<file path="config.mk">
export PLATFORM = sky130hd
export DESIGN_NAME = nsc_step
export DESIGN_NICKNAME = d
export VERILOG_FILES = /design/src/rtl/nsc_pkg.sv /design/src/rtl/nsc_step.sv
export SDC_FILE = /design/constraint.sdc
export NUM_CORES = 1
export LEC_CHECK = 0
export ABC_CLOCK_PERIOD_IN_PS = 5300
export BUFFER_PORTS_ARGS = -buffer_cell sky130_fd_sc_hd__buf_4
export CELL_PAD_IN_SITES_DETAIL_PLACEMENT = 2
export CELL_PAD_IN_SITES_GLOBAL_PLACEMENT = 2
export CORE_MARGIN = 5
export CORE_UTILIZATION = 26
export DETAILED_ROUTE_END_ITERATION = 8
export PLACE_DENSITY_LB_ADDON = 0.08
export SYNTH_ARGS = -nofsm -noshare
export SYNTH_HDL_FRONTEND = slang
export SYNTH_SLANG_ARGS = --single-unit
export TNS_END_PERCENT = 50
</file>
<file path="constraint.sdc">
create_clock -name vclk -period 5.3
set_clock_uncertainty 0.05 [all_clocks]
set_input_delay 0.795 -clock vclk [all_inputs]
set_output_delay 0.795 -clock vclk [all_outputs]
set_load 0.01 [all_outputs]
</file>
<file path="src/rtl/nsc_pkg.sv">
// types, character codes and tag lookup for the nmea sentence checker
`timescale 1ns / 1ps
`default_nettype none

package nsc_pkg;

	localparam int CHAR_W  = 7;
	localparam int ACC_W   = 12;
	localparam int MATCH_W = 3;
	localparam int TERM_W  = 5;
	localparam int TCHAR_W = 4;
	localparam int COUNT_W = 7;

	localparam logic [CHAR_W-1:0] CH_LF     = 7'h0A;
	localparam logic [CHAR_W-1:0] CH_CR     = 7'h0D;
	localparam logic [CHAR_W-1:0] CH_DOLLAR = 7'h24;
	localparam logic [CHAR_W-1:0] CH_STAR   = 7'h2A;
	localparam logic [CHAR_W-1:0] CH_COMMA  = 7'h2C;
	localparam logic [CHAR_W-1:0] CH_HEX_A  = 7'd65;

	localparam logic [ACC_W-1:0] HEX_OFS_LETTER = 12'd55;
	localparam logic [ACC_W-1:0] HEX_OFS_DIGIT  = 12'd48;

	// tag positions 1..6 after the dollar
	localparam logic [COUNT_W-1:0] TAG_END     = 7'd7;
	localparam logic [MATCH_W-1:0] TAG_MATCHES = 3'd6;

	typedef enum logic [1:0] {
		PH_IDLE = 2'd0,
		PH_BODY = 2'd1,
		PH_CK1  = 2'd2,
		PH_CK2  = 2'd3
	} phase_t;

	typedef struct packed {
		phase_t              phase;
		logic [ACC_W-1:0]    accum;
		logic [MATCH_W-1:0]  tag_hits;
		logic [TERM_W-1:0]   term_index;
		logic [TCHAR_W-1:0]  term_chars;
		logic [COUNT_W-1:0]  char_count;
	} state_t;

	typedef struct packed {
		logic                accepted;
		logic                is_gprmc;
		logic [TERM_W-1:0]   term_total;
		logic [COUNT_W-1:0]  sentence_length;
	} result_t;

	function automatic logic [CHAR_W-1:0] tag_char(input logic [2:0] pos);
		logic [CHAR_W-1:0] ch;
		case (pos)
			3'd1:    ch = 7'h47;
			3'd2:    ch = 7'h50;
			3'd3:    ch = 7'h52;
			3'd4:    ch = 7'h4D;
			3'd5:    ch = 7'h43;
			3'd6:    ch = CH_COMMA;
			default: ch = CH_DOLLAR;
		endcase
		return ch;
	endfunction

	// untrapped hex digit value, modulo 2^12
	function automatic logic [ACC_W-1:0] hex_value(input logic [CHAR_W-1:0] ch);
		logic [ACC_W-1:0] wide;
		wide = {{(ACC_W-CHAR_W){1'b0}}, ch};
		return (ch >= CH_HEX_A) ? wide - HEX_OFS_LETTER : wide - HEX_OFS_DIGIT;
	endfunction

endpackage

`default_nettype wire

</file>
<file path="src/rtl/nsc_step.sv">
// per-character sentence tracking: next state and result from one character
`timescale 1ns / 1ps
`default_nettype none

module nsc_step
	import nsc_pkg::*;
#(
	parameter int MAX_SENTENCE = 100,
	parameter int MAX_TERMS    = 30,
	parameter int MAX_TERM_LEN = 15
) (
	input  state_t            cur,
	input  logic [CHAR_W-1:0] ch,
	input  logic              gprmc_only,
	output state_t            nxt,
	output result_t           res
);

	localparam logic [COUNT_W-1:0] LIM_COUNT = COUNT_W'(MAX_SENTENCE);
	localparam logic [TERM_W-1:0]  LIM_TERMS = TERM_W'(MAX_TERMS);
	localparam logic [TCHAR_W-1:0] LIM_TLEN  = TCHAR_W'(MAX_TERM_LEN);

	phase_t           phase;
	logic [ACC_W-1:0] hex;
	logic [ACC_W-1:0] acc_final;
	logic [ACC_W-1:0] ch_wide;

	assign hex     = hex_value(ch);
	assign ch_wide = {{(ACC_W-CHAR_W){1'b0}}, ch};

	always_comb begin
		phase = cur.phase;
		if (cur.char_count >= LIM_COUNT || cur.term_index >= LIM_TERMS
				|| cur.term_chars >= LIM_TLEN)
			phase = PH_IDLE;
		if (ch == CH_LF || ch == CH_CR)
			phase = PH_IDLE;

		nxt       = cur;
		nxt.phase = phase;
		res       = '0;
		acc_final = cur.accum - hex;

		if (ch == CH_DOLLAR) begin
			nxt.phase      = PH_BODY;
			nxt.accum      = '0;
			nxt.tag_hits   = '0;
			nxt.term_index = '0;
			nxt.term_chars = '0;
			nxt.char_count = COUNT_W'(1);
		end else begin
			case (phase)
				PH_BODY: begin
					if (cur.char_count < TAG_END && ch == tag_char(cur.char_count[2:0]))
						nxt.tag_hits = cur.tag_hits + MATCH_W'(1);
					nxt.char_count = cur.char_count + COUNT_W'(1);
					if (ch == CH_COMMA) begin
						nxt.term_index = cur.term_index + TERM_W'(1);
						nxt.term_chars = '0;
						nxt.accum      = cur.accum ^ ch_wide;
					end else if (ch == CH_STAR) begin
						nxt.term_index = cur.term_index + TERM_W'(1);
						nxt.term_chars = '0;
						nxt.phase      = PH_CK1;
					end else begin
						nxt.term_chars = cur.term_chars + TCHAR_W'(1);
						nxt.accum      = cur.accum ^ ch_wide;
					end
				end
				PH_CK1: begin
					nxt.char_count = cur.char_count + COUNT_W'(1);
					nxt.term_chars = cur.term_chars + TCHAR_W'(1);
					nxt.accum      = cur.accum - {hex[ACC_W-5:0], 4'b0000};
					nxt.phase      = PH_CK2;
				end
				PH_CK2: begin
					nxt.char_count = cur.char_count + COUNT_W'(1);
					nxt.term_chars = cur.term_chars + TCHAR_W'(1);
					nxt.term_index = cur.term_index + TERM_W'(1);
					nxt.accum      = acc_final;
					nxt.phase      = PH_IDLE;
					if (acc_final == '0 && (!gprmc_only || cur.tag_hits == TAG_MATCHES)) begin
						res.accepted        = 1'b1;
						res.is_gprmc        = (cur.tag_hits == TAG_MATCHES);
						res.term_total      = nxt.term_index;
						res.sentence_length = nxt.char_count;
					end
				end
				default: begin
				end
			endcase
		end
	end

endmodule

`default_nettype wire

</file>
==> impl_metrics.tcl <==
set metrics [dict create \
    rsz0062_at_grt "true" \
    die-area_sq_mm 0.01316 \
    n_clock_buffer 0 \
    syn_to_final_growth_pct 49.87 \
    core_area_sq_mm 0.01079 \
    syn-instance-count 434 \
    syn_nets 500 \
    worst_pin_slew_ps 618.9 \
    seq_area_frac_synth_pct 0 \
    startpoint_type "input pin" \
    pwr-share-comb_pct 100.0 \
    postSynthAreaPerCell_sq_um 6.567 \
    wirelength_mm 13.95 \
    worstPathArrival_ps 4520 \
    synth_xor_area_share_pct 14.44 \
    dp.final_hpwl_mm 11.07 \
    antenna_found_initial 0 \
    grt_pass1_vias 4072 \
    num_vias 3709 \
    yosys.area_share.adder_pct 12.03 \
    diodes 0 \
    rows 38 \
    synthesis.area_sq_mm 0.002850 \
    layout-drive-gt1-share_pct 35.32 \
    min_period_over_period_pct 101.3 \
    power_frac_seq_pct 0 \
    clock.fmax_mhz 186.3 \
    clockPowerShare_pct 0 \
    flops_and_latches 0 \
    crit_path_end_kind "output port" \
    die_y_um 114.7 \
    maxCapViolCount 0 \
    swShare_pct 56.76 \
    synth_compound_area_share_pct 31.69 \
    synth_top_area_share_pct 10.97 \
    synth_simple_gate_area_share_pct 33.27 \
    finalHoldViolCount 0 \
    routabilityCongestion 0.8102 \
    dp_slack_ps -134.2 \
    hold_buffers 0 \
    drtIter0Drc 114 \
    leakage_nw 1.815 \
    yosys-top-cells-area "ha_1 (11%), xnor2_1 (9.2%), nand2_1 (6.6%)" \
    yosysTopAreaCell "ha_1" \
    synth_mux_area_share_pct 1.097 \
    vias_per_cell 5.471 \
    max_slew_margin_pct 58.59 \
    synth_most_common_cell "nand2_1" \
    port_buffers 88 \
    p_per_area_mw_per_mm2 124.4 \
    synth_top_family_by_area "simple AND/OR/NAND/NOR gates" \
    drcViolationCount 0 \
    hold_slack_ps 1809 \
    yosys_warnings 0 \
    start_util_pct 26.41 \
    num-nets-final 606 \
    die-width_um 114.7 \
    area.sequential_sq_um 0 \
    internal_power_mw 0.2298 \
    violations "setup timing" \
    final_util_pct 39.58 \
    drt-pass1-iter-count 4 \
    slew_violations 0 \
    grt_pass1_wl_mm 21.51 \
    period_minus_slack_ps 5367 \
    grt_max_degree 23 \
    outcome "complete, but fails checks" \
    critPathMaxFanout 7 \
    crit_type "in -> out" \
    grt_overflow 0 \
    ys_top_cells_by_count "nand2_1 (50), nor2_1 (38), a21oi_1 (34)" \
    hold_class "in -> out" \
    io_pins 88 \
    post_drt_wl_per_cell_um 20.57 \
    worst_ep_required_time_ps 4450 \
    antenna_left 0 \
    worst_slack_ps -67.17 \
    p_sw_mw 0.3016 \
    setup_violations 7 \
    peakVddDrop_mv 0.06116 \
    yosysUniqueCellTypes 69 \
    grt_use_total_pct 19.97 \
]
-- cells in the final DEF (no fill, tap or decap), types with 3 or more instances in the layout --
cell / n
nor3_4: 11
a22oi_2: 3
xnor2_2: 3
buf_8: 4
inv_1: 18
nor3_1: 15
nand2b_1: 7
xor2_1: 17
nor4_1: 3
buf_4: 106
a31oi_1: 11
nand3_1: 14
ha_1: 20
a211oi_1: 10
o21bai_1: 4
nand2_1: 50
maj3_1: 3
nand4_1: 3
o31ai_1: 3
and3_1: 3
or3_1: 7
o21ai_0: 24
or2_2: 4
a21o_1: 4
buf_12: 3
nor2_1: 38
ha_4: 4
nor3_2: 4
xnor2_1: 27
o21ai_1: 3
and2_1: 3
a21oi_1: 31
buf_6: 13
-- worst max-delay path, stage by stage --
cell	delay, ps
buf_8	90
inv_6	30
ha_4	160
a211oi_4	250
a21o_1	200
xnor2_2	140
ha_2	250
inv_4	60
ha_4	170
a21oi_1	260
and2_4	220
o311ai_2	100
a22oi_2	300
a211oi_2	130
or3_4	410
a22oi_2	220
nand4b_4	190
buf_16	210
nor3_4	180
buf_6	120
-- per-layer routing --
metal	up-vias	track usage [%]	wire length [um]
met5	-	0	0
met3	8	1.163	517
met2	69	38.57	7293
met4	0	1.565	106
met1	1843	25.21	6027
li1	1789	-	-
-- worst paths after layout --
path | startpoint | endpoint | slack [ps] | cells past startpoint
setup / recovery | ch[4] | res[7] | -70 | 20
hold / removal | cur[0] | res[0] | 1810 | 3
-- stage by stage --
step	cell area (sq um)	cells	TNS [ps]	total power, mW
finish	4272	678	-189.0	0.5314
global route	4272	678	-2691	0.5760
CTS	4049	671	0	0.5048
detailed placement	3867	666	-894.2	0.4829
global placement	3867	666	0	0.4697
floorplan	2929	434	0	0.2867
-- layout make-up --
type	count	area [sq um]
multi-input cells	388	2905
well taps	140	175.2
inverters	23	101.3
fillers	1281	6521
repair buffers	127	1090
-- power groups by stage --
stage | registers (mW) | logic, mW | clock network (mW)
5_1_grt | 0 | 0.576 | 0
3_3_place_gp | 0 | 0.470 | 0
2_1_floorplan | 0 | 0.287 | 0
6_report | 0 | 0.531 | 0
3_5_place_dp | 0 | 0.483 | 0
4_1_cts | 0 | 0.505 | 0
-- repair_timing --
item | in CTS | in global routing
buffers inserted | 4 | 8
gates resized for setup | 26 | 41
pin swaps | 15 | 28
endpoints found under the setup margin | 13 | 15
hold endpoints to repair | 0 | 0
gates cloned | 1 | 0
-- logic make-up after synthesis --
logic type,count (synthesis)
AO/OA/AOI/OAI,131
XOR/XNOR,47
adder cells (fa/ha/maj),28
buffers and inverters,46
multiplexers,3
AND/OR/NAND/NOR,179
(Power assumes the default switching activity.)
